`src/sv/whsp_pkg.sv`:
```
`timescale 1ns / 1ps
// ----------------------------------------------------------------------------
// whsp_pkg
// shared types and constants of the wav header stream parser
// ----------------------------------------------------------------------------
package whsp_pkg;

   localparam int SyncLen = 12;
   localparam int FmtLen  = 16;

   localparam logic [31:0] TAG_RIFF = 32'h5249_4646;
   localparam logic [31:0] TAG_WAVE = 32'h5741_5645;
   localparam logic [31:0] TAG_FMT  = 32'h666D_7420;
   localparam logic [31:0] TAG_DATA = 32'h6461_7461;

   localparam logic [15:0] FORMAT_PCM = 16'd1;

   // result status codes
   localparam logic [2:0] ST_SEEK    = 3'd0;
   localparam logic [2:0] ST_HEADER  = 3'd1;
   localparam logic [2:0] ST_DONE    = 3'd2;
   localparam logic [2:0] ST_PAYLOAD = 3'd3;
   localparam logic [2:0] ST_ERROR   = 3'd4;

   typedef enum logic [5:0] {
      PH_SEEK = 6'b000001,
      PH_HDR  = 6'b000010,
      PH_FMT  = 6'b000100,
      PH_SKIP = 6'b001000,
      PH_DATA = 6'b010000,
      PH_ERR  = 6'b100000
   } phase_type;

   typedef struct packed {
      logic [2:0]  status;
      logic [7:0]  payload_byte;
      logic [15:0] channels;
      logic [31:0] sample_rate;
      logic [31:0] byte_rate;
      logic [15:0] block_align;
      logic [15:0] bits_per_sample;
   } result_type;

endpackage

```
`src/sv/wav_header_stream_parser.sv`:
```
`timescale 1ns / 1ps
// ----------------------------------------------------------------------------
// wav_header_stream_parser
// byte-wide riff/wave header parser with pcm format capture and pass-through
// ----------------------------------------------------------------------------
// One byte enters per req transfer and exactly one result leaves per rsp
// transfer. The block hunts for "RIFF", four size bytes and "WAVE", walks the
// chunk headers, captures the first 16 bytes of the fmt chunk, skips every
// other chunk with its pad byte, and after the data chunk header passes each
// byte through with status 3. A short fmt chunk, a non-pcm format tag or a
// data chunk without a usable format gives a sticky error (status 4) until
// reset. Throughput is one byte per clock: the whole per-byte decision is a
// single step of the parser state, and the result sits in an output register
// backed by a one-entry skid buffer, so req_tready only drops when the
// consumer has stalled for two results.
module wav_header_stream_parser (
   input  logic         clock,
   input  logic         reset,
   // request stream
   input  logic         req_tvalid,
   output logic         req_tready,
   input  logic [7:0]   req_tdata,   // [7:0] data_byte
   // result stream
   output logic         rsp_tvalid,
   input  logic         rsp_tready,
   output logic [119:0] rsp_tdata,   // [7:0] payload_byte, [23:8] channels,
                                     // [55:24] sample_rate, [87:56] byte_rate,
                                     // [103:88] block_align,
                                     // [119:104] bits_per_sample
   output logic [2:0]   rsp_tuser    // [2:0] status
);
   import whsp_pkg::*;

   // parser state
   phase_type   phase_ff, phase_in;
   logic [7:0]  window_ff [SyncLen];
   logic [7:0]  window_in [SyncLen];
   logic [3:0]  hdr_idx_ff, hdr_idx_in;
   logic [31:0] tag_ff, tag_in;
   logic [31:0] len_ff, len_in;
   logic [32:0] skip_ff, skip_in;
   logic [7:0]  fmt_ff [FmtLen];
   logic [7:0]  fmt_in [FmtLen];
   logic        fmt_seen_ff, fmt_seen_in;

   // output register and skid
   result_type  out_ff, skid_ff, result;
   logic        out_valid_ff, skid_valid_ff;

   logic        accept;
   logic        out_take;
   logic [7:0]  b;
   logic [2:0]  status;
   logic [7:0]  payload;
   logic [32:0] skip_amount;
   logic [31:0] fmt_rest;

   assign b          = req_tdata;
   assign req_tready = !skid_valid_ff;
   assign accept     = req_tvalid && req_tready;
   assign out_take   = !out_valid_ff || rsp_tready;

   // per-byte step of the parser
   always_comb begin
      phase_in    = phase_ff;
      hdr_idx_in  = hdr_idx_ff;
      tag_in      = tag_ff;
      len_in      = len_ff;
      skip_in     = skip_ff;
      fmt_seen_in = fmt_seen_ff;
      status      = ST_HEADER;
      payload     = 8'd0;
      skip_amount = 33'd0;
      fmt_rest    = len_ff - 32'(FmtLen);
      for (int k = 0; k < SyncLen; k++) window_in[k] = window_ff[k];
      for (int k = 0; k < FmtLen; k++) fmt_in[k] = fmt_ff[k];

      unique case (phase_ff)
         PH_SEEK: begin
            for (int k = 0; k < SyncLen - 1; k++) window_in[k] = window_ff[k + 1];
            window_in[SyncLen - 1] = b;
            if ({window_in[0], window_in[1], window_in[2], window_in[3]} == TAG_RIFF &&
                {window_in[8], window_in[9], window_in[10], window_in[11]} == TAG_WAVE) begin
               phase_in   = PH_HDR;
               hdr_idx_in = 4'd0;
               status     = ST_HEADER;
            end else begin
               status = ST_SEEK;
            end
         end
         PH_HDR: begin
            // tag bytes first, then a little-endian length
            if (!hdr_idx_ff[2]) begin
               tag_in = {tag_ff[23:0], b};
            end else begin
               len_in = {b, len_ff[31:8]};
            end
            hdr_idx_in = {1'b0, hdr_idx_ff[2:0]} + 4'd1;
            if (hdr_idx_ff[2:0] == 3'd7) begin
               hdr_idx_in = 4'd0;
               if (tag_ff == TAG_DATA) begin
                  if (fmt_seen_ff && {fmt_ff[13], fmt_ff[12]} != 16'd0) begin
                     phase_in = PH_DATA;
                     status   = ST_DONE;
                  end else begin
                     phase_in = PH_ERR;
                     status   = ST_ERROR;
                  end
               end else if (tag_ff == TAG_FMT) begin
                  if (len_in < 32'(FmtLen)) begin
                     phase_in = PH_ERR;
                     status   = ST_ERROR;
                  end else begin
                     phase_in = PH_FMT;
                  end
               end else begin
                  // skip body plus pad byte of an odd length
                  skip_amount = {1'b0, len_in} + {32'd0, len_in[0]};
                  skip_in     = skip_amount;
                  phase_in    = (skip_amount != 33'd0) ? PH_SKIP : PH_HDR;
               end
            end
         end
         PH_FMT: begin
            fmt_in[hdr_idx_ff] = b;
            hdr_idx_in = hdr_idx_ff + 4'd1;
            if (hdr_idx_ff == 4'(FmtLen - 1)) begin
               if ({fmt_in[1], fmt_in[0]} != FORMAT_PCM) begin
                  fmt_seen_in = 1'b0;
                  phase_in    = PH_ERR;
                  status      = ST_ERROR;
               end else begin
                  fmt_seen_in = 1'b1;
                  skip_amount = {1'b0, fmt_rest} + {32'd0, len_ff[0]};
                  skip_in     = skip_amount;
                  hdr_idx_in  = 4'd0;
                  phase_in    = (skip_amount != 33'd0) ? PH_SKIP : PH_HDR;
               end
            end
         end
         PH_SKIP: begin
            if (skip_ff != 33'd0) skip_in = skip_ff - 33'd1;
            if (skip_in == 33'd0) begin
               phase_in   = PH_HDR;
               hdr_idx_in = 4'd0;
            end
         end
         PH_DATA: begin
            status  = ST_PAYLOAD;
            payload = b;
         end
         default: begin
            // error phase and unused codes hold everything
            status = ST_ERROR;
         end
      endcase

      result.status          = status;
      result.payload_byte    = payload;
      result.channels        = {fmt_in[3], fmt_in[2]};
      result.sample_rate     = {fmt_in[7], fmt_in[6], fmt_in[5], fmt_in[4]};
      result.byte_rate       = {fmt_in[11], fmt_in[10], fmt_in[9], fmt_in[8]};
      result.block_align     = {fmt_in[13], fmt_in[12]};
      result.bits_per_sample = {fmt_in[15], fmt_in[14]};
   end

   // parser state registers, updated on each req transfer
   always_ff @(posedge clock) begin
      if (reset) begin
         phase_ff    <= PH_SEEK;
         hdr_idx_ff  <= 4'd0;
         tag_ff      <= 32'd0;
         len_ff      <= 32'd0;
         skip_ff     <= 33'd0;
         fmt_seen_ff <= 1'b0;
         for (int k = 0; k < SyncLen; k++) window_ff[k] <= 8'd0;
         for (int k = 0; k < FmtLen; k++) fmt_ff[k] <= 8'd0;
      end else if (accept) begin
         phase_ff    <= phase_in;
         hdr_idx_ff  <= hdr_idx_in;
         tag_ff      <= tag_in;
         len_ff      <= len_in;
         skip_ff     <= skip_in;
         fmt_seen_ff <= fmt_seen_in;
         for (int k = 0; k < SyncLen; k++) window_ff[k] <= window_in[k];
         for (int k = 0; k < FmtLen; k++) fmt_ff[k] <= fmt_in[k];
      end
   end

   // output register with one-entry skid
   always_ff @(posedge clock) begin
      if (reset) begin
         out_valid_ff  <= 1'b0;
         skid_valid_ff <= 1'b0;
      end else if (out_take) begin
         // output slot frees up: refill from skid first, else from new result
         if (skid_valid_ff) begin
            out_valid_ff  <= 1'b1;
            skid_valid_ff <= 1'b0;
         end else begin
            out_valid_ff <= accept;
         end
      end else if (accept) begin
         skid_valid_ff <= 1'b1;
      end
   end

   always_ff @(posedge clock) begin
      if (out_take) begin
         out_ff <= skid_valid_ff ? skid_ff : result;
      end
      if (accept && !out_take) begin
         skid_ff <= result;
      end
   end

   assign rsp_tvalid = out_valid_ff;
   assign rsp_tuser  = out_ff.status;
   assign rsp_tdata  = {out_ff.bits_per_sample, out_ff.block_align, out_ff.byte_rate,
                        out_ff.sample_rate, out_ff.channels, out_ff.payload_byte};

`ifndef NO_ASSERTIONS
   // the skid only fills behind a held output
   a_skid_behind_out: assert property (@(posedge clock) disable iff (reset)
      skid_valid_ff |-> out_valid_ff)
      else $error("skid holds a result while the output register is empty");

   // error is sticky
   a_error_sticky: assert property (@(posedge clock) disable iff (reset)
      phase_ff == PH_ERR |=> phase_ff == PH_ERR)
      else $error("parser left the error phase without reset");

   // skip phase always has bytes left to drop
   a_skip_nonzero: assert property (@(posedge clock) disable iff (reset)
      phase_ff == PH_SKIP |-> skip_ff != 33'd0)
      else $error("skip phase with nothing to skip");

   // payload lane is zero unless the result is a payload byte
   a_payload_zero: assert property (@(posedge clock) disable iff (reset)
      out_valid_ff && out_ff.status != ST_PAYLOAD |-> out_ff.payload_byte == 8'd0)
      else $error("payload byte set on a non-payload result");
`endif

endmodule
```
`config.mk`:
```
export PLATFORM = sky130hd
export DESIGN_NAME = wav_header_stream_parser
export DESIGN_NICKNAME = d
export VERILOG_FILES = /design/src/sv/whsp_pkg.sv /design/src/sv/wav_header_stream_parser.sv
export SDC_FILE = /design/constraint.sdc
export NUM_CORES = 1
export LEC_CHECK = 0
export BUFFER_PORTS_ARGS = -buffer_cell sky130_fd_sc_hd__buf_2
export CORE_ASPECT_RATIO = 1.5
export CORE_MARGIN = 5
export CORE_UTILIZATION = 50
export DETAILED_ROUTE_END_ITERATION = 8
export PLACE_DENSITY = 0.66
export SYNTH_ARGS = -nofsm -noshare
export SYNTH_HDL_FRONTEND = slang
export SYNTH_SLANG_ARGS = --single-unit
```
`constraint.sdc`:
```
create_clock -name clock -period 15.25 [get_ports clock]
set_clock_uncertainty 0.2 [all_clocks]
set_input_delay 3.8125 -clock clock [delete_from_list [all_inputs] [get_ports clock]]
set_output_delay 3.8125 -clock clock [all_outputs]
set_load 0.02 [all_outputs]
```
After elaboration in Yosys (flattened, before gate mapping)
Memory sizes are Yosys's and may differ from the RTL's.
Cells that the tools add are included.

word-level totals
  memories = 2
  output and inout port bits = 125
  word-level logic and storage cells = 186
  input bits = 12
  memory bits (read-only) = 0
  bits in latches = 0
  bits in registers = 356
  bits in writable memories = 224

cells by class
  $lt $le $gt $ge = 3
  divide/modulo/power cells = 0
  $add $sub $neg = 6
  shift operators = 0
  reductions and logical operators = 24
  multipliers = 0
  bitwise operators = 30
  muxes and demuxes = 79
  equality and inequality tests = 20

memory list
  memory     words  width  read ports  clocked after memory_dff  write ports  RTL line                        source
  fmt_ff     16     8      16          0                         16           wav_header_stream_parser.sv:42  logic [7:0] fmt_ff [FmtLen];
  window_ff  12     8      11          0                         12           wav_header_stream_parser.sv:36  logic [7:0] window_ff [SyncLen];

operator list
  cell                     count
  $mux W8                  30
  $mux W33                 7
  $bwmux W128              1
  $eq A32 B31 Y1 const B   4
  $mux W128                1
  $mux W123                1
  $pmux W33 S3             1
  $reduce_bool A33 Y1      3
  $mux W96                 1
  $add A32 B1 Y33          2
  $mux W32                 2
  $mux W6                  9
  $logic_not A33 Y1        1
  $sub A33 B1 Y33 const B  1
  $demux W8 S4             1
  $lt A32 B5 Y1 const B    1
  $sub A32 B5 Y32 const B  1
  $mux W4                  7
  $or A1 B1 Y1             28
  $pmux W6 S4              1
  $mux W3                  7
  $ne A16 B1 Y1 const B    1
  $pmux W4 S4              1
  $reduce_bool A16 Y1      1
  28 further kinds         49

Logic depth before layout (Yosys ltp)
Gate-level depths: netlist of the first run.

  word-level depth = 11
  gate-level depth with buffers = 20
  gate-level depth less buffers = 13

Worst setup path after synthesis of the first run
No wires, ideal clock.

  path type = input to register
  start = input port rsp_tready
  end = register skid_ff[0] (netlist name), enable pin
  path buffers = 0
  required time = 13.816 ns
  library setup time = 1.234 ns
  stages = 2
  slack = 1.490 ns
  arrival time = 12.326 ns
  cell sequence = nand2b_1 > nor2_1

between the ends
  cells in the longest elaborated chain, start to end = 3

ends and longest elaborated chain
  item                    RTL line                         source
  start: declaration      wav_header_stream_parser.sv:25   input logic rsp_tready,
  $logic_or A1 B1 Y1      wav_header_stream_parser.sv:61   assign out_take = !out_valid_ff || rsp_tready;
  $logic_not A1 Y1        wav_header_stream_parser.sv:212  if (accept && !out_take) begin
  $logic_and A1 B1 Y1     wav_header_stream_parser.sv:212
  end signal: assignment  wav_header_stream_parser.sv:213  skid_ff <= result;
  end: declaration        wav_header_stream_parser.sv:47   result_type out_ff, skid_ff, result;

No other way between the ends.
A chain may end at the register's enable or synchronous reset.

Final worst setup path of the first run
  start = input port req_tdata[1]
  end = register skip_ff[29]

between the ends
  cells in the longest elaborated chain, start to end = 7
  elaborated cells on any way between the ends = 11
  classes of those cells = add/sub (1); eq/ne (2); mux (7); reduce/logical (1)

ends and longest elaborated chain
  item                    RTL line                         source
  start: declaration      wav_header_stream_parser.sv:22   input logic [7:0] req_tdata,
  $mux W32                wav_header_stream_parser.sv:93   if (!hdr_idx_ff[2]) begin
  $mux W32                wav_header_stream_parser.sv:78   unique case (phase_ff)
  $add A32 B1 Y33         wav_header_stream_parser.sv:118  skip_amount = {1'b0, len_in} + {32'd0, len_in[0]};
  $mux W33                wav_header_stream_parser.sv:109  end else if (tag_ff == TAG_FMT) begin
  $mux W33                wav_header_stream_parser.sv:101  if (tag_ff == TAG_DATA) begin
  $mux W33                wav_header_stream_parser.sv:99   if (hdr_idx_ff[2:0] == 3'd7) begin
  $pmux W33 S3            wav_header_stream_parser.sv:78
  end signal: assignment  wav_header_stream_parser.sv:183  skip_ff <= skip_in;
  end: declaration        wav_header_stream_parser.sv:41   logic [32:0] skip_ff, skip_in;

Several ways; a longest one is shown, not always the timed one. The select of a mux whose other input is x is not followed.

==> results of run 1 <==
[kinds of logic (layout without fill, tap and decap cells)]
logic type	Yosys count	in the layout
AND/OR/NAND/NOR	928	928
flip-flops	572	572
AO/OA/AOI/OAI	378	378
multiplexers	265	265
buffers and inverters	196	293
XOR/XNOR	94	94
adder cells (fa/ha/maj)	9	9
[layout by cell type, fill, tap and decap left out, drive strengths merged, types with 70 or more instances in the layout]
master  instances
a21oi         138
nor2          116
mux2          232
and2          204
dfxtp         110
edfxtp        462
buf           168
nand2         250
clkbuf         70
nor3           71
[registers in the layout, summed over array words and instances (netlist names)]
signal and count:
len_ff 32, skip_ff 33, tag_ff 32, fmt_seen_ff 1, skid_valid_ff 1, rsp_tvalid 1
skid_ff 123, phase_ff 6, window_ff 88, rsp_tuser 3, rsp_tdata 120, hdr_idx_ff 4
fmt_ff 128
[stage by stage]
stage / total power [uW] / instances / hold WS, ns
floorplan: 1980 / 2442 / 0.231
global placement: 2050 / 3194 / 0.243
detailed placement: 2060 / 3194 / 0.249
CTS: 3370 / 3295 / 0.258
global route: 3460 / 3295 / 0.285
finish: 3340 / 3295 / 0.255
[metal layers]
| layer | up-vias | share of wire |
|---|---|---|
| met4 | 0 | 0.056 |
| met1 | 9731 | 0.39 |
| met2 | 627 | 0.51 |
| met3 | 196 | 0.043 |
| met5 | - | 0 |
| li1 | 9189 | - |
[layout make-up]
class	instances	area, sq um	area share
Inverter	24	92.6	0.00296
Sequential cell	572	16100	0.514
Clock inverter	31	269	0.00860
Multi-Input combinational cell	1674	11500	0.368
Timing Repair Buffer	168	923	0.0295
Tap cell	756	946	0.0302
Clock buffer	70	1460	0.0468
[power breakdown]
| part | switching, uW | internal [uW] | total (uW) | leakage (uW) |
|---|---|---|---|---|
| clock network | 586 | 732 | 1320 | 0.000832 |
| logic | 144 | 73.2 | 217 | 0.00514 |
| registers | 24.6 | 1780 | 1810 | 0.00573 |
| total | 755 | 2590 | 3340 | 0.0117 |
[worst paths after layout]
check,startpoint,to,slack (ns),cells past startpoint
setup / recovery,req_tdata[1],skip_ff[29]$_SDFFE_PP0P_,8.37,11
hold / removal,tag_ff[27]$_SDFFE_PP0P_,tag_ff[27]$_SDFFE_PP0P_,0.25,2
setup reg to reg,hdr_idx_ff[2]$_SDFFE_PP0P_,phase_ff[3]$_SDFFE_PP0P_,10.17,14
hold reg to reg,tag_ff[27]$_SDFFE_PP0P_,tag_ff[27]$_SDFFE_PP0P_,0.25,2
[critical path: stages]
cell and delay, ns:
buf_2 0.10, buf_4 0.27, nor3_1 0.32, nand3b_1 0.17
o31a_1 0.31, a2111o_1 0.39, a21oi_1 0.39, nand2_1 0.66
a221o_1 0.49, a21oi_1 0.13, nor3_1 0.06
==> results_dict.tcl, run 1 <==
set metrics [dict create \
    fin_crit_sh 0.451 \
    fin_util 0.559 \
    ctsHoldBuffers 0 \
    synth_edf_count 462 \
    core-area_sq_um 56000 \
    cp_max_fo 24 \
    cts_root_buffer "clkbuf_16" \
    place_area_sq_um 29600 \
    yosysTopAreaCell "edfxtp_1" \
    vdd_drop_max_uv 78.8 \
    fillers 4783 \
    antenna_cells 0 \
    grt_antenna_before_repair 0 \
    cts_tree "yes" \
    synth.area.mux_share 0.104 \
    max_slew.worst_pin.slew_ns 1.08 \
    grt_use_total 0.237 \
    synth_top_family_by_area "simple AND/OR/NAND/NOR gates" \
    synthAdderAreaFrac 0.00398 \
    grt_first_pass_wirelength_mm 115 \
    met3_usage 0.0273 \
    grt_overflow_total 0 \
    crit_type "input pin to flop" \
    synth_top_flop_cell "edfxtp_1" \
    rows 106 \
    vias 19743 \
    yosys-top-cells-count "462 x edfxtp_1, 250 x nand2_1, 232 x mux2_2" \
    synth.area.top_cells "edfxtp_1 49%, mux2_2 9.2%, dfxtp_1 7.8%" \
    synth_xor_xnor_area_share 0.0291 \
    synth_seq_cells 572 \
    synth_cell_types 98 \
    postRouteAntennaNets 0 \
    fmax_mhz 145 \
    yosysTopAreaCellShare 0.490 \
    slew_headroom 0.277 \
    worst_slack_ns 8.37 \
    drtIter0Drc 1368 \
    drt_pass1_iterations 7 \
    clk_latency_ns 0.61 \
    hold_violations 0 \
    area_growth_pct 10.5 \
    slew_violations 0 \
    drive_gt1_frac 0.213 \
    detail_route.wirelength_mm 74.8 \
    period_needed_ns 6.88 \
    syn_avg_cell_area_sq_um 11.6 \
    htreeDepth 2 \
    post_drt_wl_per_cell_microns 22.7 \
    grt_pass1_vias 19348 \
    cts_made_buffers 54 \
    setup_tns_ns 0 \
    grt-busiest-layer "met2" \
    cap_violations 0 \
    synth_cells 2442 \
    routabilityCongestion 0.911 \
    drc 0 \
    rsz0062_at_grt "false" \
    die_height_microns 301 \
    setup_viol 0 \
    grt_max_degree 108 \
    pin_count 137 \
    dieArea_sq_um 61600 \
    syn_nets 2463 \
    synth-simple-area-share 0.180 \
    finish.instance_area_sq_um 31300 \
    yosysSeqAreaShare 0.568 \
    cp.arrival_ns 7.14 \
    grtUsageMet2 0.413 \
    clk_path_buf_depth 3 \
    cts_setup_buffers 0 \
    synthMostInstantiatedCell "edfxtp_1" \
    cts.sinks 572 \
    io_buffers 136 \
    synth_compound_area_frac 0.0873 \
    run_status "finished clean" \
    pwr_density_cell_nw_per_um2 107 \
    start_kind "input pin" \
    cp_data_required_time_ns 15.51 \
    place_ws_ns 7.74 \
    initial_core_util 0.506 \
    clk_pin_slew_worst_paths_ns 0.06 \
    end_kind "flop" \
    hold_path.class "flop to flop" \
    viasPerCell 5.99 \
    cts_resized 0 \
    p_leak_uw 0.0117 \
    layout.nets 2515 \
    grtUsageMet1 0.292 \
    die_x_microns 204 \
    yosys_warnings 0 \
    async_flop_share 0 \
    syn_area_sq_um 28300 \
    hpwl_mm 50.4 \
]
No activity file was read; power rests on OpenSTA's default activity.
==> run 2, diff against run 1 <==
Clock period 15.25 ns to 7 ns, I/O delays scaled along.
==> results_dict.tcl, run 2 (synthesized netlist as in run 1, its figures left out) <==
set metrics [dict create \
    run_status "finished clean" \
    slew_violations 0 \
    postRouteAntennaNets 0 \
    post_drt_wl_per_cell_microns 22.7 \
    initial_core_util 0.506 \
    start_kind "flop" \
    slew_headroom 0.293 \
    grt_overflow_total 0 \
    fmax_mhz 205 \
    grt_use_total 0.236 \
    period_needed_ns 4.87 \
    cp_slowest_cell "nand4_1" \
    end_kind "flop" \
    drc 0 \
    finish.instance_area_sq_um 31300 \
    drive_gt1_frac 0.210 \
    worstPathCellList "inv_1, ha_1, or3b_1, nor2_2, nand4_1, a31o_1, a311oi_1, nor4b_1, a31oi_2, or4b_1, a21oi_1" \
    clk_path_buf_depth 3 \
    routabilityCongestion 0.924 \
    die_x_microns 204 \
    layout.nets 2509 \
    slowest_delay_ns 0.65 \
    viasPerCell 6.00 \
    crit_type "flop to flop" \
    clk_pin_slew_worst_paths_ns 0.07 \
    mostFrequentLayoutCell "edfxtp_1" \
    die_height_microns 301 \
    setup_viol 0 \
    whs_ns 0.252 \
    cts_root_buffer "clkbuf_16" \
    p_leak_uw 0.0117 \
    place_ws_ns 1.58 \
    area_growth_pct 10.7 \
    final_cell_mix "462 x edfxtp_1, 249 x nand2_1, 232 x mux2_2" \
    pwr_density_cell_nw_per_um2 235 \
    ctsHoldBuffers 0 \
    drt_pass1_iterations 6 \
    place_area_sq_um 29600 \
    antenna_cells 0 \
    cts.sinks 572 \
    vdd_drop_max_uv 191 \
    fillers 4711 \
    cp.arrival_ns 5.20 \
    dieArea_sq_um 61600 \
    worst_slack_ns 2.13 \
    hold_violations 0 \
    clk_latency_ns 0.61 \
    pin_count 137 \
    cap_violations 0 \
    fin_crit_sh 0.696 \
    cp_data_required_time_ns 7.32 \
    multiInputGateArea_sq_um 11500 \
    detail_route.wirelength_mm 74.6 \
    hpwl_mm 50.0 \
    grt_pass1_vias 19190 \
    htreeDepth 2 \
    cts_resized 0 \
    rrSetupSlack_ns 2.13 \
    hold_path.class "flop to flop" \
    io_buffers 136 \
    cp_max_fo 14 \
    cts_tree "yes" \
    grt_antenna_before_repair 2 \
    setup_tns_ns 0 \
    vias 19730 \
    grt_max_degree 124 \
    rows 106 \
    rsz0062_at_grt "false" \
    largest-register "fmt_ff" \
    cts_made_buffers 54 \
    core-area_sq_um 56000 \
    grt_first_pass_wirelength_mm 115 \
    final-seq-area_sq_um 16100 \
    drtIter0Drc 1317 \
    largest_reg_flops 128 \
    max_slew.worst_pin.slew_ns 1.06 \
    cts_setup_buffers 0 \
]
==> run 2: cell types whose count changed in the layout (fill, tap and decap cells not counted), sizes merged <==
cell	previous run	this run
buf	168	162
bufinv	3	6
clkbuf	70	65
clkinv	24	21
clkinvlp	7	5
inv	21	28
==> run 2: final cells by class <==
type	count	area share
sequential	572	0.513
multi-input combinational	1674	0.368
clock buffer	65	0.0451
tap	756	0.0302
timing repair buffer	162	0.0292
clock inverter	36	0.0119
inverter	24	0.00295
==> run 2: worst max-delay path, delay by kind of cell (launching register included) <==
kind | cells | cell delay [ns]
adder cells (fa/ha/maj) | 1 | 0.29
buffers and inverters | 1 | 0.09
AO/OA/AOI/OAI | 4 | 1.41
flip-flops | 1 | 0.40
AND/OR/NAND/NOR | 5 | 2.40
==> run 2: path summary, 6_finish.rpt <==
kind	endpoint	start	cells after the start
worst max-delay path	phase_ff[2]$_SDFFE_PP0P_	skip_ff[1]$_SDFFE_PP0P_	11
worst min register to register	tag_ff[27]$_SDFFE_PP0P_	tag_ff[27]$_SDFFE_PP0P_	2
worst max register to register	phase_ff[2]$_SDFFE_PP0P_	skip_ff[1]$_SDFFE_PP0P_	11
worst min-delay path	tag_ff[27]$_SDFFE_PP0P_	tag_ff[27]$_SDFFE_PP0P_	2
==> run 2: where the power goes <==
part	switching, uW	internal (uW)	leakage (uW)	total (uW)
registers	51.4	3880	0.00573	3930
clock network	1290	1680	0.000861	2970
logic	314	159	0.00513	473
total	1660	5720	0.0117	7370
==> run 2: through the flow <==
| step | power (uW) | cells | utilization |
|---|---|---|---|
| 2_1_floorplan | 4300 | 2442 | - |
| 3_3_place_gp | 4470 | 3188 | 0.528 |
| 3_5_place_dp | 4480 | 3188 | 0.528 |
| 4_1_cts | 7450 | 3289 | 0.560 |
| 5_1_grt | 7630 | 3289 | 0.560 |
| 6_report | 7370 | 3289 | 0.560 |
==> run 2: layer usage <==
layer	GRT usage	share of wire	up-vias
met2	0.416	0.51	607
met1	0.298	0.40	9784
met3	0.0276	0.045	158
met5	0	0.00043	-
met4	0.0942	0.043	4
li1	-	-	9177
==> run 3, diff against run 2 <==
Clock period 7 ns to 4.7 ns, I/O delays scaled along.
==> results_dict.tcl, run 3 (synthesized netlist as in run 1, its figures left out) <==
set metrics [dict create \
    cts_setup_buffers 0 \
    drtIter0Drc 1425 \
    area_growth_pct 12.8 \
    cts_tree "yes" \
    grt_max_degree 87 \
    fin_util 0.571 \
    place_area_sq_um 30200 \
    mostFrequentLayoutCell "edfxtp_1" \
    clk_path_buf_depth 3 \
    hold_violations 0 \
    ctsHoldBuffers 0 \
    cts_made_buffers 53 \
    htreeDepth 2 \
    p_sw_frac 0.226 \
    vdd_drop_max_uv 338 \
    pwr_density_cell_nw_per_um2 343 \
    initial_core_util 0.506 \
    fmax_mhz 234 \
    reg2reg_to "phase_ff[3]$_SDFFE_PP0P_" \
    hold_end "tag_ff[30]$_SDFFE_PP0P_" \
    cts_resized 0 \
    clk_latency_ns 0.59 \
    drc 0 \
    die_height_microns 301 \
    layout.nets 2583 \
    start_kind "flop" \
    fillers 4704 \
    seqPwrFrac 0.535 \
    fin_crit_sh 0.911 \
    period_needed_ns 4.28 \
    cp.arrival_ns 4.56 \
    viasPerCell 5.93 \
    grt_antenna_before_repair 1 \
    drt_pass1_iterations 5 \
    slew_headroom 0.306 \
    core-area_sq_um 56000 \
    final_cell_mix "462 x edfxtp_1, 249 x nand2_1, 232 x mux2_2" \
    rows 106 \
    hold-path-cell-count 2 \
    post_drt_wl_per_cell_microns 22.7 \
    die_x_microns 204 \
    dieArea_sq_um 61600 \
    hpwl_mm 52.4 \
    p_leak_uw 0.0121 \
    routabilityCongestion 0.939 \
    pwr-share-clk 0.400 \
    grt_pass1_vias 19821 \
    pin_count 137 \
    postRouteAntennaNets 0 \
    largest-register "fmt_ff" \
    run_status "finished clean" \
    slew_violations 0 \
    total_power_uw 11000 \
    max_slew.worst_pin.slew_ns 1.04 \
    switchingPower_uw 2480 \
    ff2ff_path_depth 16 \
    largest_reg_flops 128 \
    end_kind "flop" \
    rrSetupSlack_ns 0.42 \
    intPower_uw 8490 \
    cts_root_buffer "clkbuf_16" \
    hold_path.class "flop to flop" \
    cp_data_required_time_ns 4.98 \
    cts.sinks 572 \
    grt_overflow_total 0 \
    setup_tns_ns 0 \
    vias 19927 \
    hold_start "tag_ff[30]$_SDFFE_PP0P_" \
    cap_violations 0 \
    clk_pin_slew_worst_paths_ns 0.07 \
    detail_route.wirelength_mm 76.4 \
    rsz0062_at_grt "false" \
    p_comb_frac 0.065 \
    setup_viol 0 \
    grt_use_total 0.242 \
    finish.instance_area_sq_um 31900 \
    crit_type "flop to flop" \
    timing.rr.start "hdr_idx_ff[2]$_SDFFE_PP0P_" \
    cp_max_fo 21 \
    io_buffers 136 \
    whs_ns 0.256 \
    drive_gt1_frac 0.233 \
    grt_first_pass_wirelength_mm 118 \
]
-- run 3: cell count changes in the layout (fill, tap and decap cells not counted), sizes merged --
| cell | previous run | this run |
|---|---|---|
| clkinvlp | 5 | 2 |
| clkbuf | 65 | 68 |
| clkinv | 21 | 24 |
| buf | 162 | 237 |
| diode | 0 | 1 |
| inv | 28 | 23 |
-- run 3: power by group through the flow --
stage | Sequential, uW | Clock [uW] | Combinational [uW]
floorplan | 6090 | 0 | 310
global route | 5880 | 4690 | 767
detailed placement | 5980 | 0 | 723
finish | 5860 | 4390 | 714
global placement | 5970 | 0 | 713
CTS | 5870 | 4470 | 728
-- run 3: worst max path at each step --
stage,start,end
global route,hdr_idx_ff[2]$_SDFFE_PP0P_,phase_ff[3]$_SDFFE_PP0P_
CTS,hdr_idx_ff[2]$_SDFFE_PP0P_,phase_ff[3]$_SDFFE_PP0P_
detailed placement,req_tdata[5],phase_ff[2]$_SDFFE_PP0P_
finish,hdr_idx_ff[2]$_SDFFE_PP0P_,phase_ff[3]$_SDFFE_PP0P_
floorplan,hdr_idx_ff[2]$_SDFFE_PP0P_,phase_ff[3]$_SDFFE_PP0P_
global placement,req_tdata[5],phase_ff[2]$_SDFFE_PP0P_
-- run 3: routing by layer --
metal	vias up	global-route usage	share of wire
li1	9310	-	-
met1	9830	0.294	0.40
met2	610	0.432	0.51
met3	177	0.0255	0.042
met4	0	0.112	0.054
met5	-	0	0
-- run 3: cell type report --
type / instances / area, sq um / area share
sequential: 572 / 16100 / 0.503
multi-input combinational: 1674 / 11500 / 0.361
timing repair buffer: 237 / 1530 / 0.0479
clock buffer: 68 / 1400 / 0.0439
tap: 756 / 946 / 0.0296
clock inverter: 31 / 364 / 0.0114
inverter: 24 / 92.6 / 0.00290
antenna: 1 / 2.50 / 0.0000783
-- run 3: per-stage QoR --
stage          setup WS, ns  std cells
3_3_place_gp          0.173       3263
4_1_cts               0.471       3362
3_5_place_dp          0.129       3263
5_1_grt               0.170       3362
2_1_floorplan        0.0264       2442
6_report              0.420       3363
-- run 3: worst max-delay path: stages, from the launching register on --
cell      delay [ns]
dfxtp_2         0.72
mux2i_1         0.58
inv_1           0.10
ha_1            0.21
inv_1           0.12
a221oi_2        0.05
buf_4           0.17
xnor2_1         0.15
or3_1           0.35
nor4_1          0.29
buf_4           0.19
nand4_1         0.09
nor4_1          0.39
buf_4           0.20
a311oi_1        0.09
a21boi_0        0.18
nand2_1         0.07
